File: config.mk
export PLATFORM = sky130hd
export DESIGN_NAME = mcu_port_mailbox_interface
export DESIGN_NICKNAME = d
export VERILOG_FILES = /design/src/mpm_pkg.sv /design/src/mcu_port_mailbox_interface.sv
export SDC_FILE = /design/constraint.sdc
export NUM_CORES = 1
export LEC_CHECK = 0
export ABC_AREA = 1
export BUFFER_PORTS_ARGS = -buffer_cell sky130_fd_sc_hd__buf_4
export CORE_UTILIZATION = 40
export CTS_CLUSTER_SIZE = 16
export DETAILED_ROUTE_END_ITERATION = 16
export PLACE_DENSITY = 0.6
export SLEW_MARGIN = 20
export SYNTH_ARGS = -nofsm -noshare
export SYNTH_HDL_FRONTEND = slang
export SYNTH_SLANG_ARGS = --single-unit
File: constraint.sdc
create_clock -name clk_i -period 4.46 [get_ports clk_i]
set_input_delay 0 -clock clk_i [delete_from_list [all_inputs] [get_ports clk_i]]
set_output_delay 0 -clock clk_i [all_outputs]
set_load 0.005 [all_outputs]
File: src/mpm_pkg.sv
// Shared types and constants for the controller port and mailbox interface.
`timescale 1ns / 1ps
`default_nettype none

package mpm_pkg;

  typedef enum logic [2:0] {
    ActPortRead   = 3'd0,
    ActPortWrite  = 3'd1,
    ActDirWrite   = 3'd2,
    ActHostCmdWr  = 3'd3,
    ActHostDataRd = 3'd4,
    ActHostStatRd = 3'd5
  } action_e;

  typedef enum logic [1:0] {
    PortA = 2'd0,
    PortB = 2'd1,
    PortC = 2'd2
  } port_e;

  localparam int unsigned NumPorts = 3;

  // Port B bit that fetches the host byte on a falling edge.
  localparam logic [7:0] FetchMask = 8'h02;
  // Port B bit that sends the port A byte on a rising edge.
  localparam logic [7:0] SendMask  = 8'h04;
  // Flag positions in port C pins and in the host status byte.
  localparam logic [7:0] FlagBit0  = 8'h01;
  localparam logic [7:0] FlagBit1  = 8'h02;

  localparam logic [7:0] PortBPinsReset = 8'hFF;

  typedef struct packed {
    logic [2:0] action;
    logic [1:0] port_sel;
    logic [7:0] data;
  } in_item_t;

  typedef struct packed {
    logic [7:0] read_data;
    logic       mcu_irq;
  } out_item_t;

endpackage

`default_nettype wire

File: src/mcu_port_mailbox_interface.sv
// Top level of the controller port and mailbox interface.
`timescale 1ns / 1ps
`default_nettype none

// This block models the three 8-bit ports of a small controller together with
// the two one-byte mailboxes that link it to a host. Every access is one input
// transfer carrying an action, a port select and a data byte, and it yields
// exactly one result transfer with the read byte and the controller interrupt
// level after the access. The register state is updated at the input transfer
// and the result lands in an output register that is shown on the next cycle.
// The input side stays ready while that register is empty or being drained, so
// unless the output stalls it takes one transfer per clock. The port B pin
// levels are a configuration register that resets to all ones and is written
// through cfg_we_i and cfg_wdata_i; the user must write it only while the
// block is idle, which the block itself does not enforce. Port A pins show the
// latched host byte, port C pins show the two mailbox flags, and a port B write
// detects the fetch and send edges against the old output latch.
module mcu_port_mailbox_interface (
  input  wire                  clk_i,
  input  wire                  rst_ni,
  input  wire                  cfg_we_i,
  input  wire [7:0]            cfg_wdata_i,
  input  wire                  in_valid_i,
  output logic                 in_ready_o,
  input  mpm_pkg::in_item_t    in_data_i,
  output logic                 out_valid_o,
  input  wire                  out_ready_i,
  output mpm_pkg::out_item_t   out_data_o
);
  import mpm_pkg::*;

  // Architectural state of the ports and mailboxes.
  logic [7:0] port_out_q [NumPorts];
  logic [7:0] port_out_d [NumPorts];
  logic [7:0] port_dir_q [NumPorts];
  logic [7:0] port_dir_d [NumPorts];
  logic [7:0] port_a_latch_q, port_a_latch_d;
  logic [7:0] host_to_mcu_q, host_to_mcu_d;
  logic [7:0] mcu_to_host_q, mcu_to_host_d;
  logic       host_sent_q, host_sent_d;
  logic       mcu_sent_q, mcu_sent_d;
  logic [7:0] port_b_pins_q;

  // Result register.
  logic       out_valid_q, out_valid_d;
  out_item_t  out_q, out_d;

  logic       accept;
  logic [7:0] pin_level;
  logic [7:0] read_byte;
  logic       port_ok;

  // The input side is free whenever the result register can take a new item.
  assign in_ready_o  = !out_valid_q || out_ready_i;
  assign accept      = in_valid_i && in_ready_o;
  assign out_valid_o = out_valid_q;
  assign out_data_o  = out_q;

  assign port_ok = (in_data_i.port_sel != 2'd3);

  // Pin levels seen on the addressed port.
  always_comb begin
    unique case (port_e'(in_data_i.port_sel))
      PortA:   pin_level = port_a_latch_q;
      PortB:   pin_level = port_b_pins_q;
      PortC: begin
        pin_level = 8'h00;
        if (host_sent_q) pin_level = pin_level | FlagBit0;
        if (!mcu_sent_q) pin_level = pin_level | FlagBit1;
      end
      default: pin_level = 8'h00;
    endcase
  end

  // Next state and result for the access at the input.
  always_comb begin
    port_out_d     = port_out_q;
    port_dir_d     = port_dir_q;
    port_a_latch_d = port_a_latch_q;
    host_to_mcu_d  = host_to_mcu_q;
    mcu_to_host_d  = mcu_to_host_q;
    host_sent_d    = host_sent_q;
    mcu_sent_d     = mcu_sent_q;
    read_byte      = 8'h00;

    unique case (action_e'(in_data_i.action))
      ActPortRead: begin
        if (port_ok) begin
          read_byte = (port_out_q[in_data_i.port_sel] & port_dir_q[in_data_i.port_sel]) |
                      (pin_level & ~port_dir_q[in_data_i.port_sel]);
        end
      end
      ActPortWrite: begin
        if (port_e'(in_data_i.port_sel) == PortB) begin
          // Edges are judged against the old latch, and only on output bits.
          if (((port_dir_q[PortB] & FetchMask) != 8'h00) &&
              ((in_data_i.data & FetchMask) == 8'h00) &&
              ((port_out_q[PortB] & FetchMask) != 8'h00)) begin
            port_a_latch_d = host_to_mcu_q;
            host_sent_d    = 1'b0;
          end
          if (((port_dir_q[PortB] & SendMask) != 8'h00) &&
              ((in_data_i.data & SendMask) != 8'h00) &&
              ((port_out_q[PortB] & SendMask) == 8'h00)) begin
            mcu_to_host_d = port_out_q[PortA];
            mcu_sent_d    = 1'b1;
          end
          port_out_d[PortB] = in_data_i.data;
        end else if (port_ok) begin
          port_out_d[in_data_i.port_sel] = in_data_i.data;
        end
      end
      ActDirWrite: begin
        if (port_ok) port_dir_d[in_data_i.port_sel] = in_data_i.data;
      end
      ActHostCmdWr: begin
        host_to_mcu_d = in_data_i.data;
        host_sent_d   = 1'b1;
      end
      ActHostDataRd: begin
        read_byte  = mcu_to_host_q;
        mcu_sent_d = 1'b0;
      end
      ActHostStatRd: begin
        if (!host_sent_q) read_byte = read_byte | FlagBit0;
        if (mcu_sent_q)   read_byte = read_byte | FlagBit1;
      end
      default: begin
      end
    endcase
  end

  // Result register load and drain.
  always_comb begin
    out_valid_d = out_valid_q;
    out_d       = out_q;
    if (accept) begin
      out_valid_d     = 1'b1;
      out_d.read_data = read_byte;
      out_d.mcu_irq   = host_sent_d;
    end else if (out_ready_i) begin
      out_valid_d = 1'b0;
    end
  end

  always_ff @(posedge clk_i or negedge rst_ni) begin
    if (!rst_ni) begin
      for (int i = 0; i < NumPorts; i++) begin
        port_out_q[i] <= 8'h00;
        port_dir_q[i] <= 8'h00;
      end
      port_a_latch_q <= 8'h00;
      host_to_mcu_q  <= 8'h00;
      mcu_to_host_q  <= 8'h00;
      host_sent_q    <= 1'b0;
      mcu_sent_q     <= 1'b0;
      port_b_pins_q  <= PortBPinsReset;
      out_valid_q    <= 1'b0;
    end else begin
      if (accept) begin
        port_out_q     <= port_out_d;
        port_dir_q     <= port_dir_d;
        port_a_latch_q <= port_a_latch_d;
        host_to_mcu_q  <= host_to_mcu_d;
        mcu_to_host_q  <= mcu_to_host_d;
        host_sent_q    <= host_sent_d;
        mcu_sent_q     <= mcu_sent_d;
      end
      if (cfg_we_i) port_b_pins_q <= cfg_wdata_i;
      out_valid_q <= out_valid_d;
    end
  end

  always_ff @(posedge clk_i) begin
    out_q <= out_d;
  end

endmodule

`default_nettype wire

==> impl_metrics.tcl <==
set metrics [dict create \
    crit_fanout 18 \
    grtUsageMet3_pct 3.06 \
    synth_seq_area_share_pct 55.6 \
    core_area_sq_um 10300 \
    pin_count 37 \
    critPathArrivalTime_ns 2.21 \
    synth_nets 505 \
    ctsHtreeMaxLevel 3 \
    synth_seq_cells 92 \
    utilization_pct 49.1 \
    place_ws_ns 2.52 \
    maxSlewHeadroom_pct 46.3 \
    rows 37 \
    outcome "finished clean" \
    clkLatencyLatePin_ns 0.36 \
    netSwitchingFraction_pct 26.8 \
    grt_remaining_overflow 0 \
    die_y_um 105 \
    synth_cell_types 24 \
    dp_hpwl_um 6310 \
    areaGrowthSynthToFinish_pct 19.1 \
    grt_max_degree 84 \
    drt_iter0_markers 192 \
    setup_ws_ns 2.49 \
    syn_inst 479 \
    finalSetupViolCount 0 \
    hold_path_class "in -> reg" \
    dr_total_vias 3249 \
    fmax_mhz 509 \
    cts_made_buffers 9 \
    syn_area_per_cell_sq_um 8.85 \
    syn_area_sq_um 4240 \
    synth_warnings 0 \
    cts-root-buf "clkbuf_8" \
    dieArea_sq_um 11000 \
    fillers 1010 \
    grt_pass1_vias 3248 \
    synth.area.top_cells "dfrtp_1 44%, nand2_1 13%, o21ai_0 6.6%" \
    drive_above_1_share_pct 16.6 \
    timing.final.crit_share_pct 44.1 \
    clkSinkCount 92 \
    viasPerCell 4.76 \
    ctsLongestPathBuffers 2 \
    crit_type "reg -> reg" \
    synthTopCellsByCount "148 x nand2_1, 75 x dfrtp_1, 74 x inv_1, 56 x o21ai_0, 45 x nand3_1" \
    avgRoutedWirePerCell_um 13.4 \
    insertedDiodeCount 0 \
    drt_pass1_iterations 5 \
    fin_nets 569 \
    antenna_found_initial 0 \
    synth_adder_area_share_pct 0 \
    yosysMostFrequentCell "nand2_1" \
    ir_drop_uv 144 \
    initial_utilization_pct 41.2 \
    async_flop_share_pct 90.2 \
    gr-usage-all-layers_pct 18.1 \
    switching_power_uw 496 \
    drv_cap 0 \
    fin_crit_ns 1.97 \
    drcViolationCount 0 \
    instances_no_fill 683 \
    dp_cells 641 \
    wirelength_um 9150 \
    slew_violations 0 \
    p_int_uw 1350 \
    synthMuxAreaShare_pct 0 \
    synth_top_family_by_area "simple AND/OR/NAND/NOR gates" \
    whs_ns 0.0100 \
    ant_nets 0 \
    place_congestion 0.847 \
    cts_tree "done" \
    power_frac_clock_pct 31.4 \
    synth_compound_area_share_pct 11.5 \
    powerDensity_nw_per_um2 366 \
    cp-end-kind "flip-flop" \
    rsz0062_at_grt "false" \
    start_kind "flip-flop" \
    grtUsageMet1_pct 22.9 \
    synth_top_cell_area_share_pct 44.3 \
    pwr-share-seq_pct 54.3 \
    synthSimpleGateAreaFrac_pct 23.6 \
    tightest_slew_ns 0.804 \
    gr-usage-met2_pct 30.7 \
    clk_pin_slew_worst_paths_ns 0.08 \
    p_leak_uw 0.00235 \
    cp.required_ns 4.70 \
    tns_ns 0 \
    skew_ns 0.0102 \
    share_comb_of_total_power_pct 14.3 \
    synth_top_area_cell "dfrtp_1" \
    io_buffer_count 36 \
    synth_top_flop_cell "dfrtp_1" \
    gr-max-usage-layer "met2" \
    grt_pass1_wl_um 15500 \
    die_x_um 105 \
    synth_edf_count 9 \
    synth_xor_xnor_area_share_pct 0 \
    hold_viol 0 \
]
[registers in the layout, indices dropped and copies added, names as in the netlist]
signal / cells
host_to_mcu_q: 8
out_data_o: 9
out_valid_o: 1
port_dir_q: 24
port_out_q: 24
mcu_to_host_q: 8
port_a_latch_q: 8
port_b_pins_q: 8
mcu_sent_q: 1
host_sent_q: 1
[per-layer routing]
metal	wire length [um]	vias to the layer above
met4	192	0
met5	0	-
li1	-	1640
met2	4480	74
met1	4130	1519
met3	357	16
[power groups by stage]
stage / combinational (uW) / clock, uW / sequential, uW
floorplan: 165 / 0 / 1010
finish: 264 / 581 / 1000
detailed placement: 244 / 0 / 1020
global route: 304 / 624 / 1020
CTS: 267 / 588 / 1000
global placement: 235 / 0 / 1020
[layout make-up]
cell class | count | area (sq um) | share of cell area, %
Tap cell | 136 | 170 | 3.37
Inverter | 76 | 287 | 5.68
Timing Repair Buffer | 63 | 544 | 10.8
Sequential cell | 92 | 2360 | 46.7
Clock inverter | 3 | 43.8 | 0.867
Multi-Input combinational cell | 301 | 1490 | 29.5
Clock buffer | 12 | 156 | 3.10
[cells in the final DEF (no fill, tap or decap), drive strengths merged]
cell	count
nand2	149
o21ai	80
inv	76
dfrtp	75
nand3	52
buf	36
dlygate4sd3	27
nor2	15
clkbuf	12
edfxtp	9
dfstp	8
a21oi	2
clkinv	1
nor3	1
o22ai	1
nand4	1
bufinv	1
clkinvlp	1
[cells by family (layout without fill, tap and decap cells)]
| logic type | count (synthesis) | in the layout |
|---|---|---|
| AO/OA/AOI/OAI | 83 | 83 |
| AND/OR/NAND/NOR | 218 | 218 |
| flip-flops | 92 | 92 |
| buffers and inverters | 86 | 154 |
[through the flow]
| stage | area [sq um] | power (uW) |
|---|---|---|
| finish | 5050 | 1850 |
| global route | 5050 | 1950 |
| CTS | 5040 | 1860 |
| detailed placement | 4570 | 1260 |
| global placement | 4570 | 1250 |
| floorplan | 4240 | 1170 |
[worst max-delay path, stage by stage (launching register included)]
cell and delay (ns):
dfrtp_1 0.42, a21oi_4 0.67, nand3_2 0.49, nand2_1 0.21, o21ai_2 0.06
[worst paths after layout]
| path | end | startpoint | slack, ns | cells after the start |
|---|---|---|---|---|
| worst max-delay path | port_dir_q[19]$_DFFE_PN0P_ | out_valid_o$_DFFE_PN0P_ | 2.49 | 4 |
| worst min-delay path | out_data_o[2]$_SDFFCE_PN0N_ | in_data_i[12] | 0.01 | 3 |
| worst max register to register | port_dir_q[19]$_DFFE_PN0P_ | out_valid_o$_DFFE_PN0P_ | 2.49 | 4 |
| worst min register to register | port_a_latch_q[5]$_DFFE_PN0P_ | port_a_latch_q[5]$_DFFE_PN0P_ | 0.48 | 2 |
| max in group asynchronous | out_valid_o$_DFFE_PN0P_ | rst_ni | 3.69 | 2 |
| min in group asynchronous | port_dir_q[13]$_DFFE_PN0P_ | rst_ni | 0.24 | 2 |
[repair_timing]
item / in CTS / in global routing
buffers inserted: 0 / 0
hold buffers: 27 / 0
endpoints found under the hold margin: 84 / 0
resized for setup: 0 / 0
(Power assumes the default switching activity.)
